===== config.mk =====
export PLATFORM = sky130hd
export DESIGN_NAME = complex_accumulator_alu_flat
export DESIGN_NICKNAME = d
export VERILOG_FILES = /design/src/hdl/cxa_pkg.sv /design/src/hdl/cxa_if.sv /design/src/hdl/cxa_dot.sv /design/src/hdl/cxa_div.sv /design/src/hdl/complex_accumulator_alu.sv /design/src/flat_wrapper.sv
export SDC_FILE = /design/constraint.sdc
export NUM_CORES = 2
export LEC_CHECK = 0
export ABC_CLOCK_PERIOD_IN_PS = 11330
export BUFFER_PORTS_ARGS = -buffer_cell sky130_fd_sc_hd__buf_2
export CORE_MARGIN = 1.5
export CORE_UTILIZATION = 50
export DETAILED_ROUTE_END_ITERATION = 8
export PLACE_DENSITY_LB_ADDON = 0.15
export SLEW_MARGIN = 5
export SYNTH_ARGS = -nofsm -noshare
export SYNTH_HDL_FRONTEND = slang
export SYNTH_SLANG_ARGS = --single-unit

===== constraint.sdc =====
create_clock -name i_clk -period 11.33 [get_ports i_clk]
set_clock_uncertainty 0.15 [all_clocks]
set_input_delay 1.6995 -clock i_clk [delete_from_list [all_inputs] [get_ports i_clk]]
set_output_delay 1.6995 -clock i_clk [all_outputs]
set_load 0.005 [all_outputs]

===== src/hdl/cxa_pkg.sv =====
`default_nettype none

package cxa_pkg;

    localparam int WORD_BITS = 32;
    localparam int FRAC_BITS = 16;
    localparam int MODE_BITS = 3;
    localparam int STAT_BITS = 2;
    // exact sum of two full products, with headroom for the serial accumulate
    localparam int PROD_BITS = 2 * WORD_BITS + 2;
    localparam int CNT_BITS  = $clog2(WORD_BITS);

    typedef logic signed [WORD_BITS-1:0] t_word;
    typedef logic signed [PROD_BITS-1:0] t_prod;

    localparam t_word WORD_MAX = {1'b0, {(WORD_BITS-1){1'b1}}};
    localparam t_word WORD_MIN = {1'b1, {(WORD_BITS-1){1'b0}}};

    typedef enum logic [MODE_BITS-1:0] {
        MODE_LOAD = MODE_BITS'(0),
        MODE_ADD  = MODE_BITS'(1),
        MODE_SUB  = MODE_BITS'(2),
        MODE_MUL  = MODE_BITS'(3),
        MODE_DIV  = MODE_BITS'(4),
        MODE_READ = MODE_BITS'(5)
    } t_mode;

    typedef enum logic [STAT_BITS-1:0] {
        ST_OK       = STAT_BITS'(0),
        ST_DIV_ZERO = STAT_BITS'(1),
        ST_SAT      = STAT_BITS'(2)
    } t_status;

    typedef struct packed {
        logic start;
        logic sub;
    } t_dot_ctl;

    typedef struct packed {
        logic busy;
        logic done;
    } t_unit_stat;

endpackage

`default_nettype wire


===== src/hdl/cxa_if.sv =====
`default_nettype none

interface cxa_in_if;
    logic                                valid;
    logic                                ready;
    logic [cxa_pkg::MODE_BITS-1:0]       mode;
    logic signed [cxa_pkg::WORD_BITS-1:0] operand_real;
    logic signed [cxa_pkg::WORD_BITS-1:0] operand_imag;

    modport source (output valid, output mode, output operand_real, output operand_imag,
                    input ready);
    modport sink   (input valid, input mode, input operand_real, input operand_imag,
                    output ready);
endinterface

interface cxa_out_if;
    logic                                valid;
    logic                                ready;
    logic signed [cxa_pkg::WORD_BITS-1:0] result_real;
    logic signed [cxa_pkg::WORD_BITS-1:0] result_imag;
    logic [cxa_pkg::STAT_BITS-1:0]       status;

    modport source (output valid, output result_real, output result_imag, output status,
                    input ready);
    modport sink   (input valid, input result_real, input result_imag, input status,
                    output ready);
endinterface

`default_nettype wire


===== src/hdl/cxa_dot.sv =====
`default_nettype none

// Bit-serial x0*y0 +/- x1*y1, one bit of each multiplier per cycle, LSB first.
module cxa_dot (
    input  wire logic                  i_clk,
    input  wire logic                  i_rst_n,
    input  wire cxa_pkg::t_dot_ctl     i_ctl,
    input  wire cxa_pkg::t_word        i_x0,
    input  wire cxa_pkg::t_word        i_y0,
    input  wire cxa_pkg::t_word        i_x1,
    input  wire cxa_pkg::t_word        i_y1,
    output cxa_pkg::t_prod             o_prod,
    output cxa_pkg::t_unit_stat        o_stat
);

    localparam int W  = cxa_pkg::WORD_BITS;
    localparam int CB = cxa_pkg::CNT_BITS;

    logic signed [W-1:0] r_x0;
    logic signed [W:0]   r_x1n;
    logic [W-1:0]        r_y0;
    logic [W-1:0]        r_y1;
    logic signed [W+1:0] r_p;
    logic [W-1:0]        r_lo;
    logic [CB-1:0]       r_cnt;
    logic                r_busy;
    logic                r_done;

    logic signed [W+2:0] w_t;
    logic signed [W+2:0] w_s;
    logic                w_last;
    logic signed [W+1:0] n_p;
    logic [W-1:0]        n_lo;

    assign w_last = (r_cnt == CB'(W - 1));
    assign w_t    = (r_y0[0] ? (W+3)'(r_x0)  : {(W+3){1'b0}})
                  + (r_y1[0] ? (W+3)'(r_x1n) : {(W+3){1'b0}});
    // sign bit of the multiplier carries negative weight
    assign w_s    = w_last ? ((W+3)'(r_p) - w_t) : ((W+3)'(r_p) + w_t);
    assign n_p    = w_s[W+2:1];
    assign n_lo   = {w_s[0], r_lo[W-1:1]};

    always_ff @(posedge i_clk) begin
        if (!i_rst_n) begin
            r_busy <= 1'b0;
            r_done <= 1'b0;
            r_cnt  <= '0;
        end else if (i_ctl.start) begin
            r_busy <= 1'b1;
            r_done <= 1'b0;
            r_cnt  <= '0;
        end else if (r_busy) begin
            r_cnt <= r_cnt + CB'(1);
            if (w_last) begin
                r_busy <= 1'b0;
                r_done <= 1'b1;
            end
        end
    end

    always_ff @(posedge i_clk) begin
        if (i_ctl.start) begin
            r_x0  <= i_x0;
            r_x1n <= i_ctl.sub ? -((W+1)'(i_x1)) : (W+1)'(i_x1);
            r_y0  <= i_y0;
            r_y1  <= i_y1;
            r_p   <= '0;
        end else if (r_busy) begin
            r_p  <= n_p;
            r_lo <= n_lo;
            r_y0 <= r_y0 >> 1;
            r_y1 <= r_y1 >> 1;
        end
    end

    assign o_prod = {r_p, r_lo};
    assign o_stat = '{busy: r_busy, done: r_done};

endmodule

`default_nettype wire


===== src/hdl/cxa_div.sv =====
`default_nettype none

// Restoring divider: (|num| << FRAC_BITS) / den, one quotient bit per cycle,
// clamped to the signed word range.
module cxa_div (
    input  wire logic                               i_clk,
    input  wire logic                               i_rst_n,
    input  wire logic                               i_start,
    input  wire cxa_pkg::t_prod                     i_num,
    input  wire logic [2*cxa_pkg::WORD_BITS-1:0]    i_den,
    output cxa_pkg::t_word                          o_quo,
    output logic                                    o_sat,
    output cxa_pkg::t_unit_stat                     o_stat
);

    localparam int W  = cxa_pkg::WORD_BITS;
    localparam int F  = cxa_pkg::FRAC_BITS;
    localparam int PW = cxa_pkg::PROD_BITS;
    localparam int CB = cxa_pkg::CNT_BITS;

    typedef enum logic [3:0] {
        D_IDLE = 4'b0001,
        D_CHK  = 4'b0010,
        D_RUN  = 4'b0100,
        D_DONE = 4'b1000
    } t_dstate;

    t_dstate          r_state;
    logic [CB-1:0]    r_cnt;
    logic             r_neg;
    logic [2*W-1:0]   r_mag;
    logic [2*W-1:0]   r_den;
    logic [2*W-1:0]   r_rem;
    logic [W-1:0]     r_lo;
    logic [W-1:0]     r_q;
    logic             r_ovf;

    cxa_pkg::t_prod   w_neg_num;
    logic [3*W-1:0]   w_full;
    logic [2*W:0]     w_trial;
    logic [2*W+1:0]   w_diff;
    logic             w_geq;
    logic             w_last;

    assign w_neg_num = -i_num;
    assign w_full    = (3*W)'(r_mag) << F;
    assign w_trial   = {r_rem, r_lo[W-1]};
    assign w_diff    = {1'b0, w_trial} - {2'b00, r_den};
    assign w_geq     = !w_diff[2*W+1];
    assign w_last    = (r_cnt == CB'(W - 1));

    always_ff @(posedge i_clk) begin
        if (!i_rst_n) begin
            r_state <= D_IDLE;
            r_cnt   <= '0;
        end else if (i_start) begin
            r_state <= D_CHK;
        end else begin
            case (r_state)
                D_CHK: begin
                    r_cnt   <= '0;
                    r_state <= D_RUN;
                end
                D_RUN: begin
                    r_cnt <= r_cnt + CB'(1);
                    if (w_last) begin
                        r_state <= D_DONE;
                    end
                end
                D_IDLE, D_DONE: begin
                    r_state <= r_state;
                end
                default: begin
                    r_state <= D_IDLE;
                end
            endcase
        end
    end

    always_ff @(posedge i_clk) begin
        if (i_start) begin
            r_neg <= i_num[PW-1];
            r_mag <= i_num[PW-1] ? w_neg_num[2*W-1:0] : i_num[2*W-1:0];
            r_den <= i_den;
        end else if (r_state == D_CHK) begin
            // quotient of 2^W or more cannot fit any signed word
            r_rem <= w_full[3*W-1:W];
            r_lo  <= w_full[W-1:0];
            r_ovf <= (w_full[3*W-1:W] >= r_den);
            r_q   <= '0;
        end else if (r_state == D_RUN) begin
            r_rem <= w_geq ? w_diff[2*W-1:0] : w_trial[2*W-1:0];
            r_q   <= {r_q[W-2:0], w_geq};
            r_lo  <= r_lo << 1;
        end
    end

    always_comb begin
        if (!r_neg) begin
            o_sat = r_ovf | r_q[W-1];
            o_quo = o_sat ? cxa_pkg::WORD_MAX : cxa_pkg::t_word'(r_q);
        end else begin
            o_sat = r_ovf | (r_q[W-1] & (|r_q[W-2:0]));
            o_quo = o_sat ? cxa_pkg::WORD_MIN : cxa_pkg::t_word'(-r_q);
        end
    end

    assign o_stat = '{busy: (r_state == D_CHK) || (r_state == D_RUN),
                      done: (r_state == D_DONE)};

endmodule

`default_nettype wire


===== src/hdl/complex_accumulator_alu.sv =====
`default_nettype none

// channel  dir  handshake    word
// i_in     in   valid/ready  mode[2:0], operand_real[31:0], operand_imag[31:0]
// o_out    out  valid/ready  result_real[31:0], result_imag[31:0], status[1:0]
//
// Load, add, subtract, read and a rejected zero divide go from S_IDLE straight to S_FIN.
// Multiply runs in S_DOT on the bit-serial product units, then ends in S_FIN.
// Divide runs the serial products in S_DOT, then the restoring divider in S_DIV
// at one quotient bit per cycle.
// i_rst_n is synchronous: it clears the accumulator and drops any result held.
// A held result waiting on o_out.ready does not block the next input word;
// only the final write-back waits for the output register to free up.
module complex_accumulator_alu (
    input  wire logic  i_clk,
    input  wire logic  i_rst_n,
    cxa_in_if.sink     i_in,
    cxa_out_if.source  o_out
);

    localparam int W  = cxa_pkg::WORD_BITS;
    localparam int F  = cxa_pkg::FRAC_BITS;
    localparam int PW = cxa_pkg::PROD_BITS;

    typedef enum logic [3:0] {
        S_IDLE = 4'b0001,
        S_DOT  = 4'b0010,
        S_DIV  = 4'b0100,
        S_FIN  = 4'b1000
    } t_state;

    typedef struct packed {
        logic           sat;
        cxa_pkg::t_word val;
    } t_sat_word;

    // add or subtract with clamp to the word range
    function automatic t_sat_word add_sat(input cxa_pkg::t_word a,
                                          input cxa_pkg::t_word b,
                                          input logic sub);
        logic signed [W:0] sum;
        t_sat_word         r;
        sum   = (W+1)'(a) + (sub ? -((W+1)'(b)) : (W+1)'(b));
        r.sat = (sum[W] != sum[W-1]);
        r.val = r.sat ? (sum[W] ? cxa_pkg::WORD_MIN : cxa_pkg::WORD_MAX) : sum[W-1:0];
        return r;
    endfunction

    // drop the fraction (floor) and clamp the exact product sum to a word
    function automatic t_sat_word clip_prod(input cxa_pkg::t_prod p);
        cxa_pkg::t_prod sh;
        logic           fits;
        t_sat_word      r;
        sh    = p >>> F;
        fits  = (&sh[PW-1:W-1]) | ~(|sh[PW-1:W-1]);
        r.sat = !fits;
        r.val = fits ? sh[W-1:0] : (sh[PW-1] ? cxa_pkg::WORD_MIN : cxa_pkg::WORD_MAX);
        return r;
    endfunction

    t_state                r_state;
    cxa_pkg::t_word        r_acc_re;
    cxa_pkg::t_word        r_acc_im;
    logic                  r_is_div;
    cxa_pkg::t_word        r_pend_re;
    cxa_pkg::t_word        r_pend_im;
    cxa_pkg::t_status      r_pend_st;
    logic                  r_out_valid;
    cxa_pkg::t_word        r_out_re;
    cxa_pkg::t_word        r_out_im;
    cxa_pkg::t_status      r_out_st;

    t_state                n_state;
    cxa_pkg::t_word        n_pend_re;
    cxa_pkg::t_word        n_pend_im;
    cxa_pkg::t_status      n_pend_st;
    logic                  n_is_div;

    cxa_pkg::t_mode        w_mode;
    logic                  w_accept;
    logic                  w_is_mul;
    logic                  w_zero_den;
    logic                  w_out_free;
    logic                  w_dot_start;
    logic                  w_div_start;
    logic                  w_dots_done;
    logic                  w_divs_done;
    t_sat_word             w_as_re;
    t_sat_word             w_as_im;
    t_sat_word             w_mc_re;
    t_sat_word             w_mc_im;

    cxa_pkg::t_dot_ctl     w_dot0_ctl;
    cxa_pkg::t_dot_ctl     w_dot1_ctl;
    cxa_pkg::t_dot_ctl     w_dot2_ctl;
    cxa_pkg::t_word        w_d1_x0;
    cxa_pkg::t_word        w_d1_y0;
    cxa_pkg::t_word        w_d1_x1;
    cxa_pkg::t_word        w_d1_y1;
    cxa_pkg::t_prod        w_dot0_prod;
    cxa_pkg::t_prod        w_dot1_prod;
    cxa_pkg::t_prod        w_dot2_prod;
    cxa_pkg::t_unit_stat   w_dot0_stat;
    cxa_pkg::t_unit_stat   w_dot1_stat;
    cxa_pkg::t_unit_stat   w_dot2_stat;
    cxa_pkg::t_word        w_div0_quo;
    cxa_pkg::t_word        w_div1_quo;
    logic                  w_div0_sat;
    logic                  w_div1_sat;
    cxa_pkg::t_unit_stat   w_div0_stat;
    cxa_pkg::t_unit_stat   w_div1_stat;

    assign w_mode      = cxa_pkg::t_mode'(i_in.mode);
    // hold the input closed while in reset
    assign i_in.ready  = i_rst_n && (r_state == S_IDLE);
    assign w_accept    = i_in.valid && i_in.ready;
    assign w_is_mul    = (w_mode == cxa_pkg::MODE_MUL);
    assign w_zero_den  = (i_in.operand_real == '0) && (i_in.operand_imag == '0);
    assign w_out_free  = !r_out_valid || o_out.ready;
    assign w_dots_done = w_dot0_stat.done && w_dot1_stat.done && w_dot2_stat.done;
    assign w_divs_done = w_div0_stat.done && w_div1_stat.done;

    assign w_as_re = add_sat(r_acc_re, i_in.operand_real, w_mode == cxa_pkg::MODE_SUB);
    assign w_as_im = add_sat(r_acc_im, i_in.operand_imag, w_mode == cxa_pkg::MODE_SUB);
    assign w_mc_re = clip_prod(w_dot0_prod);
    assign w_mc_im = clip_prod(w_dot1_prod);

    // Product units. Multiply: ac - bd and ad + bc. Divide: ac + bd, bc - ad
    // and the divisor c^2 + d^2.
    assign w_dot0_ctl = '{start: w_dot_start, sub: w_is_mul};
    assign w_dot1_ctl = '{start: w_dot_start, sub: !w_is_mul};
    assign w_dot2_ctl = '{start: w_dot_start, sub: 1'b0};

    assign w_d1_x0 = w_is_mul ? r_acc_re          : r_acc_im;
    assign w_d1_y0 = w_is_mul ? i_in.operand_imag : i_in.operand_real;
    assign w_d1_x1 = w_is_mul ? r_acc_im          : r_acc_re;
    assign w_d1_y1 = w_is_mul ? i_in.operand_real : i_in.operand_imag;

    cxa_dot u_dot0 (
        .i_clk   (i_clk),
        .i_rst_n (i_rst_n),
        .i_ctl   (w_dot0_ctl),
        .i_x0    (r_acc_re),
        .i_y0    (i_in.operand_real),
        .i_x1    (r_acc_im),
        .i_y1    (i_in.operand_imag),
        .o_prod  (w_dot0_prod),
        .o_stat  (w_dot0_stat)
    );

    cxa_dot u_dot1 (
        .i_clk   (i_clk),
        .i_rst_n (i_rst_n),
        .i_ctl   (w_dot1_ctl),
        .i_x0    (w_d1_x0),
        .i_y0    (w_d1_y0),
        .i_x1    (w_d1_x1),
        .i_y1    (w_d1_y1),
        .o_prod  (w_dot1_prod),
        .o_stat  (w_dot1_stat)
    );

    cxa_dot u_dot2 (
        .i_clk   (i_clk),
        .i_rst_n (i_rst_n),
        .i_ctl   (w_dot2_ctl),
        .i_x0    (i_in.operand_real),
        .i_y0    (i_in.operand_real),
        .i_x1    (i_in.operand_imag),
        .i_y1    (i_in.operand_imag),
        .o_prod  (w_dot2_prod),
        .o_stat  (w_dot2_stat)
    );

    cxa_div u_div0 (
        .i_clk   (i_clk),
        .i_rst_n (i_rst_n),
        .i_start (w_div_start),
        .i_num   (w_dot0_prod),
        .i_den   (w_dot2_prod[2*W-1:0]),
        .o_quo   (w_div0_quo),
        .o_sat   (w_div0_sat),
        .o_stat  (w_div0_stat)
    );

    cxa_div u_div1 (
        .i_clk   (i_clk),
        .i_rst_n (i_rst_n),
        .i_start (w_div_start),
        .i_num   (w_dot1_prod),
        .i_den   (w_dot2_prod[2*W-1:0]),
        .o_quo   (w_div1_quo),
        .o_sat   (w_div1_sat),
        .o_stat  (w_div1_stat)
    );

    // Sequencer: every word ends in S_FIN with its result staged in r_pend_*.
    always_comb begin
        n_state     = r_state;
        n_pend_re   = r_pend_re;
        n_pend_im   = r_pend_im;
        n_pend_st   = r_pend_st;
        n_is_div    = r_is_div;
        w_dot_start = 1'b0;
        w_div_start = 1'b0;
        case (r_state)
            S_IDLE: begin
                if (w_accept) begin
                    n_state   = S_FIN;
                    n_pend_re = r_acc_re;
                    n_pend_im = r_acc_im;
                    n_pend_st = cxa_pkg::ST_OK;
                    case (w_mode)
                        cxa_pkg::MODE_LOAD: begin
                            n_pend_re = i_in.operand_real;
                            n_pend_im = i_in.operand_imag;
                        end
                        cxa_pkg::MODE_ADD, cxa_pkg::MODE_SUB: begin
                            n_pend_re = w_as_re.val;
                            n_pend_im = w_as_im.val;
                            n_pend_st = (w_as_re.sat || w_as_im.sat) ? cxa_pkg::ST_SAT
                                                                     : cxa_pkg::ST_OK;
                        end
                        cxa_pkg::MODE_MUL: begin
                            w_dot_start = 1'b1;
                            n_is_div    = 1'b0;
                            n_state     = S_DOT;
                        end
                        cxa_pkg::MODE_DIV: begin
                            if (w_zero_den) begin
                                // reject: hold the accumulator
                                n_pend_st = cxa_pkg::ST_DIV_ZERO;
                            end else begin
                                w_dot_start = 1'b1;
                                n_is_div    = 1'b1;
                                n_state     = S_DOT;
                            end
                        end
                        default: begin
                            // read only, and the spare codes behave as read
                            n_pend_st = cxa_pkg::ST_OK;
                        end
                    endcase
                end
            end
            S_DOT: begin
                if (w_dots_done) begin
                    if (r_is_div) begin
                        w_div_start = 1'b1;
                        n_state     = S_DIV;
                    end else begin
                        n_pend_re = w_mc_re.val;
                        n_pend_im = w_mc_im.val;
                        n_pend_st = (w_mc_re.sat || w_mc_im.sat) ? cxa_pkg::ST_SAT
                                                                 : cxa_pkg::ST_OK;
                        n_state   = S_FIN;
                    end
                end
            end
            S_DIV: begin
                if (w_divs_done) begin
                    n_pend_re = w_div0_quo;
                    n_pend_im = w_div1_quo;
                    n_pend_st = (w_div0_sat || w_div1_sat) ? cxa_pkg::ST_SAT
                                                           : cxa_pkg::ST_OK;
                    n_state   = S_FIN;
                end
            end
            S_FIN: begin
                if (w_out_free) begin
                    n_state = S_IDLE;
                end
            end
            default: begin
                n_state = S_IDLE;
            end
        endcase
    end

    always_ff @(posedge i_clk) begin
        if (!i_rst_n) begin
            r_state     <= S_IDLE;
            r_acc_re    <= '0;
            r_acc_im    <= '0;
            r_is_div    <= 1'b0;
            r_out_valid <= 1'b0;
        end else begin
            r_state  <= n_state;
            r_is_div <= n_is_div;
            if ((r_state == S_FIN) && w_out_free) begin
                // write back: accumulator and output word advance together
                r_acc_re    <= r_pend_re;
                r_acc_im    <= r_pend_im;
                r_out_valid <= 1'b1;
            end else if (o_out.ready) begin
                r_out_valid <= 1'b0;
            end
        end
    end

    always_ff @(posedge i_clk) begin
        r_pend_re <= n_pend_re;
        r_pend_im <= n_pend_im;
        r_pend_st <= n_pend_st;
        if ((r_state == S_FIN) && w_out_free) begin
            r_out_re <= r_pend_re;
            r_out_im <= r_pend_im;
            r_out_st <= r_pend_st;
        end
    end

    assign o_out.valid       = r_out_valid;
    assign o_out.result_real = r_out_re;
    assign o_out.result_imag = r_out_im;
    assign o_out.status      = r_out_st;

    // no arithmetic unit may still be working while a new word can enter
    a_idle_units: assert property (@(posedge i_clk) disable iff (!i_rst_n)
        i_in.ready |-> !(w_dot0_stat.busy || w_dot1_stat.busy || w_dot2_stat.busy ||
                         w_div0_stat.busy || w_div1_stat.busy))
        else $error("arithmetic unit busy while input is ready");

    // a held output word always mirrors the accumulator
    a_out_is_acc: assert property (@(posedge i_clk) disable iff (!i_rst_n)
        o_out.valid |-> (o_out.result_real == r_acc_re) && (o_out.result_imag == r_acc_im))
        else $error("output word differs from accumulator");

    // a saturated result has at least one part on a bound
    a_sat_bound: assert property (@(posedge i_clk) disable iff (!i_rst_n)
        (o_out.valid && (o_out.status == cxa_pkg::ST_SAT)) |->
            ((o_out.result_real == cxa_pkg::WORD_MAX) ||
             (o_out.result_real == cxa_pkg::WORD_MIN) ||
             (o_out.result_imag == cxa_pkg::WORD_MAX) ||
             (o_out.result_imag == cxa_pkg::WORD_MIN)))
        else $error("saturation flagged without a clamped part");

    // one word at a time: input closes straight after an accept
    a_one_word: assert property (@(posedge i_clk) disable iff (!i_rst_n)
        w_accept |=> !i_in.ready)
        else $error("second word accepted while first in flight");

endmodule

`default_nettype wire

===== src/flat_wrapper.sv =====
// flat-port wrapper written by rule: the top's interface ports become plain ports
module complex_accumulator_alu_flat 
  (i_clk, i_rst_n, i_in_valid, i_in_mode, i_in_operand_real, i_in_operand_imag, i_in_ready, o_out_valid, o_out_result_real, o_out_result_imag, o_out_status, o_out_ready);
  cxa_in_if i_in_i ();
  cxa_out_if o_out_i ();
  input  wire logic i_clk;
  input  wire logic i_rst_n;
  input wire logic [$bits(i_in_i.valid)-1:0] i_in_valid;
  input wire logic [$bits(i_in_i.mode)-1:0] i_in_mode;
  input wire logic [$bits(i_in_i.operand_real)-1:0] i_in_operand_real;
  input wire logic [$bits(i_in_i.operand_imag)-1:0] i_in_operand_imag;
  output wire logic [$bits(i_in_i.ready)-1:0] i_in_ready;
  output wire logic [$bits(o_out_i.valid)-1:0] o_out_valid;
  output wire logic [$bits(o_out_i.result_real)-1:0] o_out_result_real;
  output wire logic [$bits(o_out_i.result_imag)-1:0] o_out_result_imag;
  output wire logic [$bits(o_out_i.status)-1:0] o_out_status;
  input wire logic [$bits(o_out_i.ready)-1:0] o_out_ready;
  assign i_in_i.valid = i_in_valid;
  assign i_in_i.mode = i_in_mode;
  assign i_in_i.operand_real = i_in_operand_real;
  assign i_in_i.operand_imag = i_in_operand_imag;
  assign i_in_ready = i_in_i.ready;
  assign o_out_valid = o_out_i.valid;
  assign o_out_result_real = o_out_i.result_real;
  assign o_out_result_imag = o_out_i.result_imag;
  assign o_out_status = o_out_i.status;
  assign o_out_i.ready = o_out_ready;
  complex_accumulator_alu u_core (.i_clk(i_clk), .i_rst_n(i_rst_n), .i_in(i_in_i), .o_out(o_out_i));
endmodule

==> results.py <==
metrics = {
    "drt": {
        "dr.pass1.iters": 6,
        "drt_iter0_drc": 7067,
        "ant_nets": 0,
        "finalWirelength_um": 274000,
        "routedWlPerCell_um": 24.9,
        "vias_per_cell": 6.16,
        "drc": 0,
        "vias": 67800,
    },
    "finish": {
        "layout_commonest_cell": "nand2_1",
        "fin_nets": 9289,
        "fillers": 14700,
        "final_cell_mix": "nand2_1 (1238), edfxtp_1 (1034), nor2_1 (655)",
        "seqCellArea_sq_mm": 0.0353,
        "drive_gt1_frac": 0.0699,
        "syn2layout_area_growth_pct": 9.38,
        "multi_input_area_sq_mm": 0.0440,
    },
    "timing": {
        "slew_viol_final": 0,
        "min_period_ns": 7.65,
        "period_share": 0.675,
        "tightest_slew_ns": 1.45,
        "hold_viol_final": 0,
        "setup_violations": 0,
        "rsz0062_at_grt": "no",
        "tns_ns": 0,
        "holdWs_ns": 0.280,
        "maxSlewHeadroom": 0.0220,
        "fmax_ghz": 0.131,
    },
    "synth": {
        "yosysWarnings": 0,
        "ys_seq_elements": 1245,
        "synth_flop_cell": "edfxtp_1",
        "synth_edf_count": 1034,
        "synthesis.instances": 8756,
        "synth_cell_types": 93,
        "async_flop_share": 0,
        "synth_nets": 9346,
        "syn_area_per_cell_sq_um": 9.34,
        "ys_seq_area_frac": 0.431,
        "netlist_area_sq_mm": 0.0818,
    },
    "clock_network": {
        "cts_sinks": 1245,
        "cts-htree-levels": 4,
        "cts_resized": 0,
        "cts_tree": "built",
        "clock_path_buffers": 3,
        "clk-insertion-delay-late_ns": 0.82,
        "post_cts_buffers": 0,
        "cts_root_buffer": "clkbuf_16",
        "numCtsBuffers": 143,
        "clk_pin_slew_worst_paths_ns": 0.06,
        "cts-hold-fix-buffers": 0,
    },
    "grt": {
        "grt_max_degree": 174,
        "grt_pass1_wl_um": 405000,
        "antenna_found_initial": 21,
        "grt_usage": 0.321,
        "grt_pass1_vias": 63100,
        "grt.overflow.total": 0,
    },
    "flow_run": {
        "drv_cap": 0,
    },
    "critical_path": {
        "crit_type": "reg -> reg",
        "crit_family": "compound AO/OA/AOI/OAI gates",
        "path_common_cell": "a21oi_1",
        "crit_buf_inv": 0,
        "cpPeakStageDelay_ns": 0.73,
        "slowest_stage": "edfxtp_1",
        "endpoint_kind": "flop",
        "required_ns": 11.92,
        "cp_max_fo": 32,
        "startpoint_type": "flop",
        "critPathArrivalTime_ns": 8.24,
    },
    "pwr": {
        "vdd_drop_max_mv": 0.167,
        "leakagePower_nw": 35.1,
        "power-per-cell-area_mw_per_mm2": 164,
    },
    "floorplan": {
        "io_pins": 139,
        "die-area_sq_mm": 0.166,
        "initial_utilization": 0.503,
        "core_area_sq_mm": 0.163,
        "die_h_um": 407,
        "rows": 148,
        "die_w_um": 407,
    },
    "outcome": {
        "outcome": "finished clean",
    },
    "placed_design": {
        "gp_congestion": 1.01,
        "dpl.hpwl_um": 204000,
        "port_buffers": 138,
    },
    "min_path": {
        "hold_class": "reg -> reg",
    },
}
-- final timing paths --
kind,from,end,slack (ns),depth (start not counted)
hold / removal,u_core.u_dot2.r_lo[0],u_core.u_div0.r_den[0],0.28,0
setup reg to reg,u_core.u_dot1.r_y0[0],u_core.u_dot1.r_p[32],3.68,25
hold reg to reg,u_core.u_dot2.r_lo[0],u_core.u_div0.r_den[0],0.28,0
setup / recovery,u_core.u_dot1.r_y0[0],u_core.u_dot1.r_p[32],3.68,25
-- metrics by stage --
| step | cells | total power [W] | utilization | setup slack, ns | instance area, sq um |
|---|---|---|---|---|---|
| 2_1_floorplan | 8756 | 0.00867 | - | 1.36 | 81800 |
| 3_3_place_gp | 10700 | 0.00973 | 0.520 | 3.17 | 84500 |
| 3_5_place_dp | 10700 | 0.00978 | 0.520 | 3.15 | 84500 |
| 4_1_cts | 11000 | 0.0146 | 0.550 | 3.74 | 89400 |
| 5_1_grt | 11000 | 0.0153 | 0.550 | 3.08 | 89400 |
| 6_report | 11000 | 0.0146 | 0.550 | 3.68 | 89400 |
-- registers in the layout, summed over array words and instances (netlist names), 33 cells and up --
name,flops
u_core.u_div0.r_mag,64
u_core.u_dot0.r_x1n,33
u_core.u_div1.r_rem,64
u_core.u_dot0.r_p,34
u_core.u_dot1.r_x1n,33
u_core.u_dot1.r_p,34
u_core.u_dot2.r_p,34
u_core.u_div1.r_mag,64
u_core.u_div0.r_den,64
u_core.u_div0.r_rem,64
-- logic make-up (layout without fill, tap and decap cells) --
| logic type | after synthesis | in the layout | synth area share |
|---|---|---|---|
| buffers and inverters | 692 | 753 | 0.0319 |
| DFF | 1245 | 1245 | 0.431 |
| and+or+nand+nor | 3141 | 3141 | 0.182 |
| adders and majority gates | 519 | 519 | 0.0803 |
| muxes | 154 | 154 | 0.0189 |
| xor gates and xnor gates | 685 | 685 | 0.0734 |
| AOI/OAI and AO/OA | 2320 | 2320 | 0.182 |
| other | 0 | 9 | 0 |
-- cell type report --
cell class / instances / share of cell area
Multi-Input combinational cell: 6819 / 0.492
Sequential cell: 1245 / 0.394
Clock buffer: 167 / 0.0414
Tap cell: 2175 / 0.0304
Timing Repair Buffer: 258 / 0.0182
Clock inverter: 96 / 0.0132
Inverter: 232 / 0.00990
Antenna cell: 9 / 0.000252
-- power by group --
group          internal (W)  switching [W]  leakage (nW)
combinational       0.00146        0.00216          21.6
sequential          0.00560       0.000550          11.2
clock               0.00281        0.00205          2.36
-- worst reg2reg max path, stage by stage, from the launching register on --
cell      delay [ns]
edfxtp_1        0.73
and2_1          0.33
ha_1            0.24
fa_1            0.44
a211oi_1        0.31
o211ai_1        0.28
a31o_2          0.31
a21oi_1         0.16
xnor2_1         0.12
nor4_1          0.54
nand3_1         0.24
nor3b_1         0.45
nor2_1          0.10
xnor2_1         0.14
ha_1            0.34
a211o_1         0.30
a311oi_1        0.24
a31oi_1         0.22
a221oi_1        0.47
o21ai_0         0.26
a21oi_1         0.26
nor2_1          0.08
o31a_1          0.31
a21oi_1         0.19
mux2i_1         0.23
a22o_1          0.14
-- cells in the mapped netlist (75+ instances only) --
library cell | instances | area (sq um)
a21boi_0 | 90 | 676
a21o_1 | 261 | 1960
a21oi_1 | 631 | 3160
a31oi_1 | 185 | 1160
and2_1 | 277 | 1730
clkbuf_1 | 408 | 1530
dfxtp_1 | 211 | 4220
edfxtp_1 | 1034 | 31000
ha_1 | 509 | 6370
inv_1 | 228 | 856
mux2i_1 | 149 | 1490
nand2_1 | 1238 | 4650
nand2b_1 | 91 | 569
nand3_1 | 129 | 646
nand4_1 | 93 | 582
nor2_1 | 659 | 2470
nor2b_1 | 122 | 763
nor3_1 | 169 | 846
o21ai_0 | 485 | 2430
o21bai_1 | 79 | 593
o31ai_1 | 79 | 593
or3_1 | 75 | 469
xnor2_1 | 488 | 4270
xor2_1 | 197 | 1730
-- per-layer routing --
metal / global-route usage / wire [um] / up-vias / part of all wire
met1: 0.435 / 116000 / 32600 / 0.42
met4: 0.169 / 16200 / 12 / 0.059
met5: 0 / 69 / - / 0.00025
met3: 0.0638 / 22800 / 613 / 0.083
li1: - / - / 31800 / -
met2: 0.487 / 119000 / 2713 / 0.43
Note: power is estimated with default switching activity, not from simulation.
